### src/rtl/assert_macros.svh
// ----------------------------------------------------------------------------
// assert_macros.svh
// Assertion helpers for the RTL of the IGC record parser, used by igc_queue.
// ----------------------------------------------------------------------------
`ifndef ASSERT_MACROS_SVH
`define ASSERT_MACROS_SVH

// Check a property on every rising edge, disabled while reset is high
`define IGC_ASSERT(name, clk, rst, prop, msg) \
   name: assert property (@(posedge clk) disable iff (rst) prop) else $error(msg);

// Check a property on every rising edge, including during reset
`define IGC_ASSERT_ALWAYS(name, clk, prop, msg) \
   name: assert property (@(posedge clk) prop) else $error(msg);

`endif

### src/rtl/igc_pkg.sv
// ----------------------------------------------------------------------------
// igc_pkg
// Shared types, character codes, field layout and decoders for the IGC
// record parser.
// ----------------------------------------------------------------------------
package igc_pkg;

   // default record limit (a record holds at most RECORD_LIMIT - 1 bytes, newline included)
   localparam int RECORD_LIMIT_DEF = 50;

   // position index width; covers record limits up to 256
   localparam int POS_W = 8;

   // record lengths
   localparam int B_LEN = 35;
   localparam int H_LEN = 11;

   // field accumulators
   localparam int ACC_W      = 17;
   localparam int NUM_FIELDS = 14;
   localparam int FIELD_W    = $clog2(NUM_FIELDS);

   // queue between front and back
   localparam int Q_DEPTH = 2;

   // result widths
   localparam int TIME_W    = 7;
   localparam int LAT_W     = 24;
   localparam int LON_W     = 27;
   localparam int ALT_W     = 18;
   localparam int YEAR_W    = 12;
   localparam int LAT_MAG_W = 23;
   localparam int LON_MAG_W = 26;
   localparam int LO_W      = 17;
   localparam int LAT_DEG_W = 7;
   localparam int LON_DEG_W = 10;
   localparam int THOU_W    = 10;

   // scaling to thousandths of an arc minute
   localparam int DEG_SCALE = 60000;
   localparam int MIN_SCALE = 1000;
   localparam int YEAR_BASE = 2000;

   // character codes
   localparam logic [7:0] CH_NUL   = 8'h00;
   localparam logic [7:0] CH_LF    = 8'h0A;
   localparam logic [7:0] CH_PLUS  = 8'h2B;
   localparam logic [7:0] CH_MINUS = 8'h2D;
   localparam logic [7:0] CH_0     = 8'h30;
   localparam logic [7:0] CH_9     = 8'h39;
   localparam logic [7:0] CH_B     = 8'h42;
   localparam logic [7:0] CH_D     = 8'h44;
   localparam logic [7:0] CH_E     = 8'h45;
   localparam logic [7:0] CH_H     = 8'h48;
   localparam logic [7:0] CH_S     = 8'h53;
   localparam logic [7:0] CH_T     = 8'h54;
   localparam logic [7:0] CH_W     = 8'h57;

   // B record field indices
   localparam logic [FIELD_W-1:0] F_HOUR     = 4'd0;
   localparam logic [FIELD_W-1:0] F_MIN      = 4'd1;
   localparam logic [FIELD_W-1:0] F_SEC      = 4'd2;
   localparam logic [FIELD_W-1:0] F_LAT_DEG  = 4'd3;
   localparam logic [FIELD_W-1:0] F_LAT_MIN  = 4'd4;
   localparam logic [FIELD_W-1:0] F_LAT_THOU = 4'd5;
   localparam logic [FIELD_W-1:0] F_LAT_HEMI = 4'd6;
   localparam logic [FIELD_W-1:0] F_LON_DEG  = 4'd7;
   localparam logic [FIELD_W-1:0] F_LON_MIN  = 4'd8;
   localparam logic [FIELD_W-1:0] F_LON_THOU = 4'd9;
   localparam logic [FIELD_W-1:0] F_LON_HEMI = 4'd10;
   localparam logic [FIELD_W-1:0] F_VALIDITY = 4'd11;
   localparam logic [FIELD_W-1:0] F_PALT     = 4'd12;
   localparam logic [FIELD_W-1:0] F_GALT     = 4'd13;

   // H record field indices
   localparam logic [FIELD_W-1:0] F_DAY   = 4'd0;
   localparam logic [FIELD_W-1:0] F_MONTH = 4'd1;
   localparam logic [FIELD_W-1:0] F_YEAR  = 4'd2;

   // special positions
   localparam logic [POS_W-1:0] POS_PALT_SIGN = 8'd25;
   localparam logic [POS_W-1:0] POS_GALT_SIGN = 8'd30;
   localparam logic [POS_W-1:0] POS_H_SUB     = 8'd1;
   localparam logic [POS_W-1:0] POS_DTE_LAST  = 8'd4;

   // result kinds
   localparam logic KIND_FIX  = 1'b0;
   localparam logic KIND_DATE = 1'b1;

   typedef enum logic [1:0] {
      REC_NONE = 2'd0,
      REC_B    = 2'd1,
      REC_H    = 2'd2
   } rec_kind_type;

   // one closed record, as handed from front to back
   typedef struct packed {
      logic                 kind;
      logic [TIME_W-1:0]    hour;
      logic [TIME_W-1:0]    minute;
      logic [TIME_W-1:0]    second;
      logic [LAT_DEG_W-1:0] lat_deg;
      logic [TIME_W-1:0]    lat_min;
      logic [THOU_W-1:0]    lat_thou;
      logic                 south;
      logic [LON_DEG_W-1:0] lon_deg;
      logic [TIME_W-1:0]    lon_min;
      logic [THOU_W-1:0]    lon_thou;
      logic                 west;
      logic [ACC_W-1:0]     alt_mag;
      logic                 alt_neg;
      logic [TIME_W-1:0]    day;
      logic [TIME_W-1:0]    month;
      logic [TIME_W-1:0]    year_lo;
   } rec_type;

   // B record: byte position to field index
   function automatic logic [FIELD_W-1:0] b_field(input logic [POS_W-1:0] pos);
      logic [FIELD_W-1:0] f;
      unique case (pos) inside
         [8'd1:8'd2]:   f = F_HOUR;
         [8'd3:8'd4]:   f = F_MIN;
         [8'd5:8'd6]:   f = F_SEC;
         [8'd7:8'd8]:   f = F_LAT_DEG;
         [8'd9:8'd10]:  f = F_LAT_MIN;
         [8'd11:8'd13]: f = F_LAT_THOU;
         8'd14:         f = F_LAT_HEMI;
         [8'd15:8'd17]: f = F_LON_DEG;
         [8'd18:8'd19]: f = F_LON_MIN;
         [8'd20:8'd22]: f = F_LON_THOU;
         8'd23:         f = F_LON_HEMI;
         8'd24:         f = F_VALIDITY;
         [8'd25:8'd29]: f = F_PALT;
         [8'd30:8'd34]: f = F_GALT;
         default:       f = F_HOUR;
      endcase
      return f;
   endfunction

   // H record: date digit position to field index
   function automatic logic [FIELD_W-1:0] h_field(input logic [POS_W-1:0] pos);
      logic [FIELD_W-1:0] f;
      unique case (pos) inside
         [8'd5:8'd6]:  f = F_DAY;
         [8'd7:8'd8]:  f = F_MONTH;
         [8'd9:8'd10]: f = F_YEAR;
         default:      f = F_DAY;
      endcase
      return f;
   endfunction

   // H record: expected subtype letter
   function automatic logic [7:0] dte_char(input logic [POS_W-1:0] pos);
      logic [7:0] ch;
      unique case (pos)
         8'd2:    ch = CH_D;
         8'd3:    ch = CH_T;
         8'd4:    ch = CH_E;
         default: ch = CH_NUL;
      endcase
      return ch;
   endfunction

endpackage

### src/rtl/igc_front.sv
// ----------------------------------------------------------------------------
// igc_front
// Byte front end: tracks the record position, classifies each byte, builds
// the numeric fields by shift-add and hands a closed, well-formed record on.
// ----------------------------------------------------------------------------
module igc_front #(
   parameter int RECORD_LIMIT = igc_pkg::RECORD_LIMIT_DEF
) (
   input  logic             clock,
   input  logic             reset,
   input  logic             req_valid,
   output logic             req_stall,
   input  logic [7:0]       req_data_byte,
   input  logic             req_end_of_data,
   input  logic             alt_src,
   input  logic             q_full,
   output logic             push,
   output igc_pkg::rec_type entry
);
   import igc_pkg::*;

   localparam int CNT_W = $clog2(RECORD_LIMIT);

   logic [CNT_W-1:0] pos_ff, pos_in;
   rec_kind_type     kind_ff, kind_cur;
   logic [1:0]       sub_ff, sub_in;
   logic [1:0]       hemi_ff, hemi_in;
   logic [1:0]       sign_ff, sign_in;
   logic             fmt_ff, fmt_in;
   logic [ACC_W-1:0] acc_ff [NUM_FIELDS];
   logic [ACC_W-1:0] acc_in [NUM_FIELDS];

   logic [POS_W-1:0]   pos8;
   logic [7:0]         ch;
   logic [7:0]         digit_v;
   logic               is_digit;
   logic               dig_en;
   logic [FIELD_W-1:0] dig_idx;
   logic [FIELD_W-1:0] fld;
   logic               accept;
   logic               close;
   logic               emit_b;
   logic               emit_h;

   assign req_stall = q_full;
   assign accept    = req_valid && !q_full;
   assign ch        = req_data_byte;
   assign pos8      = POS_W'(pos_ff);
   assign pos_in    = pos_ff + 1'b1;

   // byte classification and field update
   always_comb begin
      kind_cur = kind_ff;
      sub_in   = sub_ff;
      hemi_in  = hemi_ff;
      sign_in  = sign_ff;
      fmt_in   = fmt_ff;
      acc_in   = acc_ff;
      dig_en   = 1'b0;
      dig_idx  = F_HOUR;
      fld      = b_field(pos8);
      digit_v  = ch - CH_0;
      is_digit = (ch >= CH_0) && (ch <= CH_9);

      if (pos_ff == '0) begin
         if (ch == CH_B) begin
            kind_cur = REC_B;
         end else if (ch == CH_H) begin
            kind_cur = REC_H;
         end else begin
            kind_cur = REC_NONE;
         end
      end else if (kind_ff == REC_B && pos8 < POS_W'(B_LEN)) begin
         if (fld == F_LAT_HEMI || fld == F_LON_HEMI || fld == F_VALIDITY) begin
            if (ch == CH_NUL) begin
               fmt_in = 1'b0;
            end else if (fld == F_LAT_HEMI && ch == CH_S) begin
               hemi_in[0] = 1'b1;
            end else if (fld == F_LON_HEMI && ch == CH_W) begin
               hemi_in[1] = 1'b1;
            end
         end else if (pos8 == POS_PALT_SIGN || pos8 == POS_GALT_SIGN) begin
            // leading sign of an altitude field
            if (ch == CH_MINUS) begin
               if (pos8 == POS_PALT_SIGN) begin
                  sign_in[0] = 1'b1;
               end else begin
                  sign_in[1] = 1'b1;
               end
            end else if (ch != CH_PLUS) begin
               dig_en  = 1'b1;
               dig_idx = fld;
            end
         end else begin
            dig_en  = 1'b1;
            dig_idx = fld;
         end
      end else if (kind_ff == REC_H && pos8 < POS_W'(H_LEN)) begin
         if (pos8 == POS_H_SUB) begin
            if (ch == CH_NUL) begin
               fmt_in = 1'b0;
            end
         end else if (pos8 <= POS_DTE_LAST) begin
            if (ch == dte_char(pos8)) begin
               sub_in = sub_ff + 2'd1;
            end else begin
               fmt_in = 1'b0;
            end
         end else begin
            dig_en  = 1'b1;
            dig_idx = h_field(pos8);
         end
      end

      // decimal shift-add
      if (dig_en) begin
         if (is_digit) begin
            acc_in[dig_idx] = (acc_ff[dig_idx] << 3) + (acc_ff[dig_idx] << 1)
                              + ACC_W'(digit_v[3:0]);
         end else begin
            fmt_in = 1'b0;
         end
      end
   end

   // record close and result decision
   assign close  = (ch == CH_LF) || req_end_of_data || (pos_ff == CNT_W'(RECORD_LIMIT - 2));
   assign emit_b = (kind_cur == REC_B) && fmt_in && (pos8 >= POS_W'(B_LEN - 1));
   assign emit_h = (kind_cur == REC_H) && fmt_in && (sub_in == 2'd3)
                   && (pos8 >= POS_W'(H_LEN - 1));
   assign push   = accept && close && (emit_b || emit_h);

   // queue entry, taken from the updated fields
   always_comb begin
      entry = '0;
      if (kind_cur == REC_B) begin
         entry.kind     = KIND_FIX;
         entry.hour     = acc_in[F_HOUR][TIME_W-1:0];
         entry.minute   = acc_in[F_MIN][TIME_W-1:0];
         entry.second   = acc_in[F_SEC][TIME_W-1:0];
         entry.lat_deg  = acc_in[F_LAT_DEG][LAT_DEG_W-1:0];
         entry.lat_min  = acc_in[F_LAT_MIN][TIME_W-1:0];
         entry.lat_thou = acc_in[F_LAT_THOU][THOU_W-1:0];
         entry.south    = hemi_in[0];
         entry.lon_deg  = acc_in[F_LON_DEG][LON_DEG_W-1:0];
         entry.lon_min  = acc_in[F_LON_MIN][TIME_W-1:0];
         entry.lon_thou = acc_in[F_LON_THOU][THOU_W-1:0];
         entry.west     = hemi_in[1];
         entry.alt_mag  = alt_src ? acc_in[F_GALT] : acc_in[F_PALT];
         entry.alt_neg  = alt_src ? sign_in[1] : sign_in[0];
      end else begin
         entry.kind    = KIND_DATE;
         entry.day     = acc_in[F_DAY][TIME_W-1:0];
         entry.month   = acc_in[F_MONTH][TIME_W-1:0];
         entry.year_lo = acc_in[F_YEAR][TIME_W-1:0];
      end
   end

   // record state
   always_ff @(posedge clock) begin
      if (reset || (accept && close)) begin
         pos_ff  <= '0;
         kind_ff <= REC_NONE;
         sub_ff  <= '0;
         hemi_ff <= '0;
         sign_ff <= '0;
         fmt_ff  <= 1'b1;
         for (int i = 0; i < NUM_FIELDS; i++) begin
            acc_ff[i] <= '0;
         end
      end else if (accept) begin
         pos_ff  <= pos_in;
         kind_ff <= kind_cur;
         sub_ff  <= sub_in;
         hemi_ff <= hemi_in;
         sign_ff <= sign_in;
         fmt_ff  <= fmt_in;
         acc_ff  <= acc_in;
      end
   end

endmodule

### src/rtl/igc_queue.sv
// ----------------------------------------------------------------------------
// igc_queue
// Short FIFO of closed records between the byte front end and the result
// back end.
// ----------------------------------------------------------------------------
`include "assert_macros.svh"

module igc_queue (
   input  logic             clock,
   input  logic             reset,
   input  logic             push_i,
   input  igc_pkg::rec_type entry_i,
   output logic             full_o,
   input  logic             pop_i,
   output logic             valid_o,
   output igc_pkg::rec_type entry_o
);
   import igc_pkg::*;

   localparam int PTR_W = $clog2(Q_DEPTH);
   localparam int CNT_W = $clog2(Q_DEPTH + 1);

   rec_type          mem_ff [Q_DEPTH];
   logic [PTR_W-1:0] wr_ptr_ff, wr_ptr_in;
   logic [PTR_W-1:0] rd_ptr_ff, rd_ptr_in;
   logic [CNT_W-1:0] count_ff, count_in;

   assign full_o  = (count_ff == CNT_W'(Q_DEPTH));
   assign valid_o = (count_ff != '0);
   assign entry_o = mem_ff[rd_ptr_ff];

   // pointer and fill update
   always_comb begin
      wr_ptr_in = wr_ptr_ff;
      rd_ptr_in = rd_ptr_ff;
      count_in  = count_ff;
      if (push_i) begin
         wr_ptr_in = (wr_ptr_ff == PTR_W'(Q_DEPTH - 1)) ? '0 : wr_ptr_ff + 1'b1;
      end
      if (pop_i) begin
         rd_ptr_in = (rd_ptr_ff == PTR_W'(Q_DEPTH - 1)) ? '0 : rd_ptr_ff + 1'b1;
      end
      if (push_i && !pop_i) begin
         count_in = count_ff + 1'b1;
      end else if (pop_i && !push_i) begin
         count_in = count_ff - 1'b1;
      end
   end

   always_ff @(posedge clock) begin
      if (reset) begin
         wr_ptr_ff <= '0;
         rd_ptr_ff <= '0;
         count_ff  <= '0;
      end else begin
         wr_ptr_ff <= wr_ptr_in;
         rd_ptr_ff <= rd_ptr_in;
         count_ff  <= count_in;
      end
   end

   // storage
   always_ff @(posedge clock) begin
      if (push_i) begin
         mem_ff[wr_ptr_ff] <= entry_i;
      end
   end

   // checks
   `IGC_ASSERT(a_no_overflow, clock, reset, push_i |-> (count_ff != CNT_W'(Q_DEPTH)), "queue push while full")
   `IGC_ASSERT(a_no_underflow, clock, reset, pop_i |-> (count_ff != '0), "queue pop while empty")
   `IGC_ASSERT(a_fill_step, clock, reset, (push_i && !pop_i) |=> (count_ff == $past(count_ff) + 1'b1), "queue fill count did not step")

endmodule

### src/rtl/igc_back.sv
// ----------------------------------------------------------------------------
// igc_back
// Result back end: scales degrees and minutes, then sums, applies the
// hemisphere and altitude signs and holds the result beat for the receiver.
// ----------------------------------------------------------------------------
module igc_back (
   input  logic                              clock,
   input  logic                              reset,
   input  logic                              q_valid,
   input  igc_pkg::rec_type                  q_entry,
   output logic                              pop,
   output logic                              rsp_valid,
   input  logic                              rsp_stall,
   output logic                              rsp_kind,
   output logic [igc_pkg::TIME_W-1:0]        rsp_hour,
   output logic [igc_pkg::TIME_W-1:0]        rsp_minute,
   output logic [igc_pkg::TIME_W-1:0]        rsp_second,
   output logic signed [igc_pkg::LAT_W-1:0]  rsp_latitude,
   output logic signed [igc_pkg::LON_W-1:0]  rsp_longitude,
   output logic signed [igc_pkg::ALT_W-1:0]  rsp_altitude,
   output logic [igc_pkg::TIME_W-1:0]        rsp_day,
   output logic [igc_pkg::TIME_W-1:0]        rsp_month,
   output logic [igc_pkg::YEAR_W-1:0]        rsp_year
);
   import igc_pkg::*;

   // partial products of one record
   typedef struct packed {
      logic                 kind;
      logic [TIME_W-1:0]    hour;
      logic [TIME_W-1:0]    minute;
      logic [TIME_W-1:0]    second;
      logic [LAT_MAG_W-1:0] lat_hi;
      logic [LO_W-1:0]      lat_lo;
      logic                 south;
      logic [LON_MAG_W-1:0] lon_hi;
      logic [LO_W-1:0]      lon_lo;
      logic                 west;
      logic [ACC_W-1:0]     alt_mag;
      logic                 alt_neg;
      logic [TIME_W-1:0]    day;
      logic [TIME_W-1:0]    month;
      logic [YEAR_W-1:0]    year;
   } scaled_type;

   scaled_type       st_ff, st_in;
   logic             st_valid_ff, st_valid_in;
   logic             rsp_valid_ff, rsp_valid_in;
   logic             adv;
   logic [LAT_MAG_W-1:0] lat_sum;
   logic [LON_MAG_W-1:0] lon_sum;
   logic [LAT_W-1:0]     lat_ext;
   logic [LON_W-1:0]     lon_ext;
   logic [ALT_W-1:0]     alt_ext;

   logic                     rsp_kind_ff;
   logic [TIME_W-1:0]        rsp_hour_ff, rsp_minute_ff, rsp_second_ff;
   logic signed [LAT_W-1:0]  rsp_latitude_ff;
   logic signed [LON_W-1:0]  rsp_longitude_ff;
   logic signed [ALT_W-1:0]  rsp_altitude_ff;
   logic [TIME_W-1:0]        rsp_day_ff, rsp_month_ff;
   logic [YEAR_W-1:0]        rsp_year_ff;

   // handshake between the two stages
   assign adv          = st_valid_ff && (!rsp_valid_ff || !rsp_stall);
   assign pop          = q_valid && (!st_valid_ff || adv);
   assign st_valid_in  = pop ? 1'b1 : (adv ? 1'b0 : st_valid_ff);
   assign rsp_valid_in = adv ? 1'b1 : ((rsp_valid_ff && !rsp_stall) ? 1'b0 : rsp_valid_ff);

   // stage one: constant scaling
   always_comb begin
      st_in.kind    = q_entry.kind;
      st_in.hour    = q_entry.hour;
      st_in.minute  = q_entry.minute;
      st_in.second  = q_entry.second;
      st_in.lat_hi  = LAT_MAG_W'(q_entry.lat_deg) * LAT_MAG_W'(DEG_SCALE);
      st_in.lat_lo  = LO_W'(q_entry.lat_min) * LO_W'(MIN_SCALE) + LO_W'(q_entry.lat_thou);
      st_in.south   = q_entry.south;
      st_in.lon_hi  = LON_MAG_W'(q_entry.lon_deg) * LON_MAG_W'(DEG_SCALE);
      st_in.lon_lo  = LO_W'(q_entry.lon_min) * LO_W'(MIN_SCALE) + LO_W'(q_entry.lon_thou);
      st_in.west    = q_entry.west;
      st_in.alt_mag = q_entry.alt_mag;
      st_in.alt_neg = q_entry.alt_neg;
      st_in.day     = q_entry.day;
      st_in.month   = q_entry.month;
      st_in.year    = (q_entry.kind == KIND_DATE)
                      ? YEAR_W'(q_entry.year_lo) + YEAR_W'(YEAR_BASE) : '0;
   end

   // stage two: sum and sign
   assign lat_sum = st_ff.lat_hi + LAT_MAG_W'(st_ff.lat_lo);
   assign lon_sum = st_ff.lon_hi + LON_MAG_W'(st_ff.lon_lo);
   assign lat_ext = LAT_W'(lat_sum);
   assign lon_ext = LON_W'(lon_sum);
   assign alt_ext = ALT_W'(st_ff.alt_mag);

   always_ff @(posedge clock) begin
      if (reset) begin
         st_valid_ff  <= 1'b0;
         rsp_valid_ff <= 1'b0;
      end else begin
         st_valid_ff  <= st_valid_in;
         rsp_valid_ff <= rsp_valid_in;
      end
   end

   always_ff @(posedge clock) begin
      if (pop) begin
         st_ff <= st_in;
      end
   end

   // result beat register
   always_ff @(posedge clock) begin
      if (adv) begin
         rsp_kind_ff      <= st_ff.kind;
         rsp_hour_ff      <= st_ff.hour;
         rsp_minute_ff    <= st_ff.minute;
         rsp_second_ff    <= st_ff.second;
         rsp_latitude_ff  <= $signed(st_ff.south ? (LAT_W'(0) - lat_ext) : lat_ext);
         rsp_longitude_ff <= $signed(st_ff.west ? (LON_W'(0) - lon_ext) : lon_ext);
         rsp_altitude_ff  <= $signed(st_ff.alt_neg ? (ALT_W'(0) - alt_ext) : alt_ext);
         rsp_day_ff       <= st_ff.day;
         rsp_month_ff     <= st_ff.month;
         rsp_year_ff      <= st_ff.year;
      end
   end

   assign rsp_valid     = rsp_valid_ff;
   assign rsp_kind      = rsp_kind_ff;
   assign rsp_hour      = rsp_hour_ff;
   assign rsp_minute    = rsp_minute_ff;
   assign rsp_second    = rsp_second_ff;
   assign rsp_latitude  = rsp_latitude_ff;
   assign rsp_longitude = rsp_longitude_ff;
   assign rsp_altitude  = rsp_altitude_ff;
   assign rsp_day       = rsp_day_ff;
   assign rsp_month     = rsp_month_ff;
   assign rsp_year      = rsp_year_ff;

endmodule

### src/rtl/igc_record_parser.sv
// ----------------------------------------------------------------------------
// igc_record_parser
// IGC flight log parser: turns a byte stream into position fix and flight
// date results.
// ----------------------------------------------------------------------------
// Usage:
//   req_*  : one log byte per beat, req_end_of_data closes the last record.
//   rsp_*  : one beat per well-formed B record (fix) or H record of subtype DTE
//            (date); malformed or other records give no beat.
//   csr_*  : altitude_source, written while the block is idle; reset value 1
//            (GPS altitude), 0 selects pressure altitude.
// Throughput: one byte per cycle while req_stall is low; a record may close every cycle.
// The result beat of a record passes through the record queue, the constant
//   scaling stage and the output register after the byte that closes the
//   record is accepted; a held rsp_stall can delay it at each of these.
// A two-entry record queue sits between front and back. req_stall rises only
//   while that queue is full, which happens when the receiver holds
//   rsp_stall and records keep closing; bytes inside a record still stream
//   in until then.
// Reset (synchronous) empties the queue and pipeline and starts a new record.
// ----------------------------------------------------------------------------
module igc_record_parser #(
   parameter int RECORD_LIMIT = igc_pkg::RECORD_LIMIT_DEF
) (
   input  logic                              clock,
   input  logic                              reset,
   input  logic                              req_valid,
   output logic                              req_stall,
   input  logic [7:0]                        req_data_byte,
   input  logic                              req_end_of_data,
   output logic                              rsp_valid,
   input  logic                              rsp_stall,
   output logic                              rsp_kind,
   output logic [igc_pkg::TIME_W-1:0]        rsp_hour,
   output logic [igc_pkg::TIME_W-1:0]        rsp_minute,
   output logic [igc_pkg::TIME_W-1:0]        rsp_second,
   output logic signed [igc_pkg::LAT_W-1:0]  rsp_latitude,
   output logic signed [igc_pkg::LON_W-1:0]  rsp_longitude,
   output logic signed [igc_pkg::ALT_W-1:0]  rsp_altitude,
   output logic [igc_pkg::TIME_W-1:0]        rsp_day,
   output logic [igc_pkg::TIME_W-1:0]        rsp_month,
   output logic [igc_pkg::YEAR_W-1:0]        rsp_year,
   input  logic                              csr_wr_en,
   input  logic                              csr_wr_data
);
   import igc_pkg::*;

   logic    alt_src_ff;
   logic    q_full;
   logic    q_push;
   logic    q_pop;
   logic    q_valid;
   rec_type push_entry;
   rec_type head_entry;

   // altitude source register
   always_ff @(posedge clock) begin
      if (reset) begin
         alt_src_ff <= 1'b1;
      end else if (csr_wr_en) begin
         alt_src_ff <= csr_wr_data;
      end
   end

   igc_front #(
      .RECORD_LIMIT (RECORD_LIMIT)
   ) u_front (
      .clock           (clock),
      .reset           (reset),
      .req_valid       (req_valid),
      .req_stall       (req_stall),
      .req_data_byte   (req_data_byte),
      .req_end_of_data (req_end_of_data),
      .alt_src         (alt_src_ff),
      .q_full          (q_full),
      .push            (q_push),
      .entry           (push_entry)
   );

   igc_queue u_queue (
      .clock   (clock),
      .reset   (reset),
      .push_i  (q_push),
      .entry_i (push_entry),
      .full_o  (q_full),
      .pop_i   (q_pop),
      .valid_o (q_valid),
      .entry_o (head_entry)
   );

   igc_back u_back (
      .clock         (clock),
      .reset         (reset),
      .q_valid       (q_valid),
      .q_entry       (head_entry),
      .pop           (q_pop),
      .rsp_valid     (rsp_valid),
      .rsp_stall     (rsp_stall),
      .rsp_kind      (rsp_kind),
      .rsp_hour      (rsp_hour),
      .rsp_minute    (rsp_minute),
      .rsp_second    (rsp_second),
      .rsp_latitude  (rsp_latitude),
      .rsp_longitude (rsp_longitude),
      .rsp_altitude  (rsp_altitude),
      .rsp_day       (rsp_day),
      .rsp_month     (rsp_month),
      .rsp_year      (rsp_year)
   );

endmodule

### config.mk
export PLATFORM = sky130hd
export DESIGN_NAME = igc_record_parser
export DESIGN_NICKNAME = d
export VERILOG_FILES = /design/src/rtl/igc_pkg.sv /design/src/rtl/igc_front.sv /design/src/rtl/igc_queue.sv /design/src/rtl/igc_back.sv /design/src/rtl/igc_record_parser.sv
export VERILOG_INCLUDE_DIRS = /design/src /design/src/rtl
export SDC_FILE = /design/constraint.sdc
export NUM_CORES = 2
export LEC_CHECK = 0
export BUFFER_PORTS_ARGS = -buffer_cell sky130_fd_sc_hd__buf_2
export CAP_MARGIN = 20
export CELL_PAD_IN_SITES_DETAIL_PLACEMENT = 1
export CELL_PAD_IN_SITES_GLOBAL_PLACEMENT = 1
export CORE_MARGIN = 10
export CORE_UTILIZATION = 55
export CTS_CLUSTER_DIAMETER = 80
export DETAILED_ROUTE_END_ITERATION = 7
export GPL_TIMING_DRIVEN = 1
export PLACE_DENSITY = 0.95
export SETUP_SLACK_MARGIN = 0.1
export SYNTH_ARGS = -nofsm -noshare
export SYNTH_HDL_FRONTEND = slang
export SYNTH_HIERARCHICAL = 1
export SYNTH_SLANG_ARGS = --single-unit
### constraint.sdc
create_clock -name clock -period 26.4 [get_ports clock]
set_clock_uncertainty 0.1 [all_clocks]
set_input_delay 0 -clock clock [delete_from_list [all_inputs] [get_ports clock]]
set_output_delay 0 -clock clock [all_outputs]
set_load 0.01 [all_outputs]
==> results.py <==
metrics = {
    "synthesis": {
        "ys_ff_latch": 727,
        "syn-mean-instance-area_um2": 10.8,
        "yosysUniqueCellTypes": 96,
        "async_reset_ff_frac": 0,
        "synthTopCellsByArea": "edfxtp_1 (37%), dfxtp_1 (12%), ha_1 (8.4%), nand2_1 (4.9%), fa_1 (4.5%)",
        "yosys_warnings": 6,
        "syn_area_mm2": 0.0395,
        "syn_nets": 4016,
        "netlist_top_cells_count": "nand2_1 (520), edfxtp_1 (482), ha_1 (265), a21oi_1 (257), nor2_1 (255)",
        "synth_edf_count": 482,
        "yosysSeqAreaShare": 0.491,
        "yosys.area.top_type_share": 0.367,
        "synth_largest_area_cell": "edfxtp_1",
        "ys.flop_type": "edfxtp_1",
        "yosysMostFrequentCell": "nand2_1",
        "syn_inst": 3647,
    },
    "sta": {
        "fin_crit_sh": 0.385,
        "final_hold_viol_count": 0,
        "tightest_slew_ns": 1.43,
        "slew_headroom": 0.0376,
        "finalSetupViolCount": 0,
        "rsz0062_at_grt": "false",
        "slew_viol_final": 0,
        "max_clock_freq_mhz": 98.3,
        "finalSetupTns_ns": 0,
        "fin_worst_hold_slack_ns": 0.0611,
        "period_minus_slack_ns": 10.17,
    },
    "routing": {
        "vias": 35000,
        "ant_nets": 0,
        "drtIter0Drc": 6084,
        "avgViaCountPerCell": 7.32,
        "drtPass1Iterations": 8,
        "remaining_drc_errors": 24,
        "wl_per_cell_um": 36.1,
        "wl_mm": 173,
    },
    "layout": {
        "drive_gt1_frac": 0.129,
        "fillers": 7285,
        "synthToLayoutAreaGrowth_pct": 11.5,
        "layout.nets": 4128,
        "design_area_mm2": 0.0440,
    },
    "grt": {
        "antenna_found_initial": 13,
        "grt_use_met1": 0.411,
        "met2_usage": 0.609,
        "track_usage": 0.379,
        "top_usage_layer": "met2",
        "grtUsageMet3": 0.128,
        "grt_first_pass_wirelength_mm": 237,
        "grt_pass1_vias": 36000,
        "gr-total-overflow": 0,
        "grt_max_degree": 71,
    },
    "worst_hold_path": {
        "hold_class": "in -> reg",
        "hold_depth": 3,
    },
    "clock_tree": {
        "h-tree-depth": 3,
        "post_cts_resized": 0,
        "clk_latency_ns": 0.70,
        "cts-buffers-inserted": 77,
        "clockBufferDepth": 3,
        "root_buffer": "clkbuf_16",
        "cts_tree": "built",
        "postCtsHoldBufs": 12,
        "cts_sinks": 727,
        "clkTransAtPathRegs_ns": 0.08,
        "post_cts_buffers": 0,
    },
    "pwr": {
        "power.density_mw_per_mm2": 56.1,
        "p_comb_frac": 0.016,
        "vdd_ir_drop_max_mv": 0.0451,
        "p_sw_mw": 0.577,
        "p_leak_nw": 16.7,
        "pwr-share-seq": 0.486,
        "p_sw_frac": 0.234,
        "clockPowerShare": 0.499,
        "p_int_mw": 1.89,
    },
    "placed_design": {
        "placed_area_mm2": 0.0411,
        "gp_congestion": 0.969,
        "hpwlAfterDp_mm": 89.8,
        "numPortBuffers": 133,
    },
    "die": {
        "die_area_mm2": 0.0828,
        "num_rows": 98,
        "die_height_um": 288,
        "die_w_um": 288,
        "core-area_mm2": 0.0712,
        "initial_utilization": 0.554,
        "io_pins": 134,
    },
    "status": {
        "outcome": "complete, but fails checks",
        "violations": "design-rule violations",
    },
    "setup_path": {
        "crit_path_start_kind": "flop",
        "rr_worst_depth": 27,
        "critPathMaxFanout": 20,
        "worst-path-stages": 27,
        "cpMaxStageDelayCell": "a211oi_1",
        "worstSetupPathType": "reg -> reg",
        "critPathArrivalTime_ns": 10.62,
        "crit_path_end_kind": "flop",
        "crit_family": "compound AO/OA/AOI/OAI gates",
        "critPathRequiredTime_ns": 26.85,
        "cpPeakStageDelay_ns": 0.95,
        "path_buf_inv": 3,
    },
    "job": {
        "cap_violations": 0,
    },
}
-- cell families (layout without fill, tap and decap cells) --
logic type / count (synthesis) / in the layout / synth area share
xor+xnor: 187 / 187 / 0.0419
other cells: 0 / 9 / 0
fa+ha+maj: 354 / 354 / 0.129
compound gates: 655 / 655 / 0.108
flops: 727 / 727 / 0.491
mux: 188 / 188 / 0.0571
simple gates: 1140 / 1140 / 0.132
buf+inv: 396 / 567 / 0.0406
-- state kept, by name (all words and copies together), names as in the netlist, 6 cells and up, named ones only --
name,flops
u_back/rsp_altitude,18
u_back/rsp_longitude,27
u_back/rsp_latitude,24
u_back/rsp_hour,7
u_back/rsp_month,7
u_back/st_ff,122
u_queue/mem_ff,228
u_back/rsp_second,7
u_back/alt_ext,17
u_back/rsp_year,10
u_front/acc_ff,222
u_front/pos_ff,6
u_back/rsp_minute,7
u_back/rsp_day,7
-- layer usage --
| layer | part of all wire | routed length, um |
|---|---|---|
| met1 | 0.32 | 54900 |
| met2 | 0.44 | 76600 |
| met3 | 0.13 | 22800 |
| met4 | 0.10 | 17900 |
| met5 | 0.0018 | 316 |
-- power by group through the flow --
stage / Sequential [mW] / Combinational (mW) / Clock (mW)
2_1_floorplan: 1.22 / 0.0197 / 0
3_3_place_gp: 1.22 / 0.0314 / 0
3_5_place_dp: 1.22 / 0.0324 / 0
4_1_cts: 1.20 / 0.0346 / 1.19
5_1_grt: 1.20 / 0.0388 / 1.26
6_report: 1.20 / 0.0385 / 1.23
-- worst reg2reg max path: stages, from the launching register on --
cell      delay, ns
dfxtp_1        0.44
inv_1          0.17
ha_1           0.47
nand3b_1       0.28
a21oi_1        0.47
o211ai_1       0.25
o211ai_1       0.91
nor2_2         0.41
buf_4          0.37
nand2_1        0.28
o22ai_1        0.16
a211o_1        0.32
a31oi_1        0.42
ha_1           0.26
ha_1           0.36
inv_1          0.13
fa_1           0.51
nor2b_1        0.16
o21ai_0        0.20
a21boi_0       0.58
o211ai_1       0.24
a21oi_1        0.28
o31ai_1        0.19
o21a_1         0.31
or3_1          0.44
a211oi_1       0.95
nor4_1         0.24
nand2_1        0.19
-- final timing paths --
kind / start / end / slack (ns)
setup reg to reg: u_front/pos_ff[1] / u_queue/mem_ff[0][38] / 16.23
hold reg to reg: u_back/st_ff[129] / u_back/rsp_second[0] / 0.33
hold / removal: csr_wr_en / alt_src_ff / 0.06
setup / recovery: u_front/pos_ff[1] / u_queue/mem_ff[0][38] / 16.23
-- final cells by class --
| cell class | count | area (um2) | share of cell area |
|---|---|---|---|
| Inverter | 223 | 837 | 0.0190 |
| Clock inverter | 36 | 417 | 0.00947 |
| Tap cell | 950 | 1190 | 0.0270 |
| Clock buffer | 102 | 2260 | 0.0514 |
| Multi-Input combinational cell | 2524 | 18600 | 0.423 |
| Antenna cell | 9 | 22.5 | 0.000512 |
| Timing Repair Buffer | 206 | 1280 | 0.0291 |
| Sequential cell | 727 | 19400 | 0.441 |
-- layout by cell type, fill, tap and decap left out, types with 21 or more instances in the layout --
cell and n:
nand2b_1 25, a211oi_1 38, ha_1 265, fa_1 89, nand3_1 79, xnor2_1 130, a21o_1 27, nor2b_1 25
and3_1 21, o31ai_1 21, edfxtp_1 482, and2_1 65, mux2i_1 72, nand2_1 520, xor2_1 54, mux2_2 56
mux2_4 60, o221ai_1 36, nor2_1 249, buf_4 53, o21ai_0 86, nor3_1 37, dfxtp_1 244, inv_1 221
buf_2 133, clkbuf_16 85, a21oi_1 257
-- through the flow --
step                      instances  utilization  worst slack, ns  power (mW)
after global routing           4772        0.617            16.10        2.50
after floorplan                3647            -            16.89        1.24
after CTS                      4758        0.615            17.49        2.43
after detailed placement       4608        0.576            17.99        1.26
after global placement         4607        0.576            18.40        1.26
final                          4777        0.617            16.23        2.47
No activity file was read; power rests on OpenSTA's default activity.
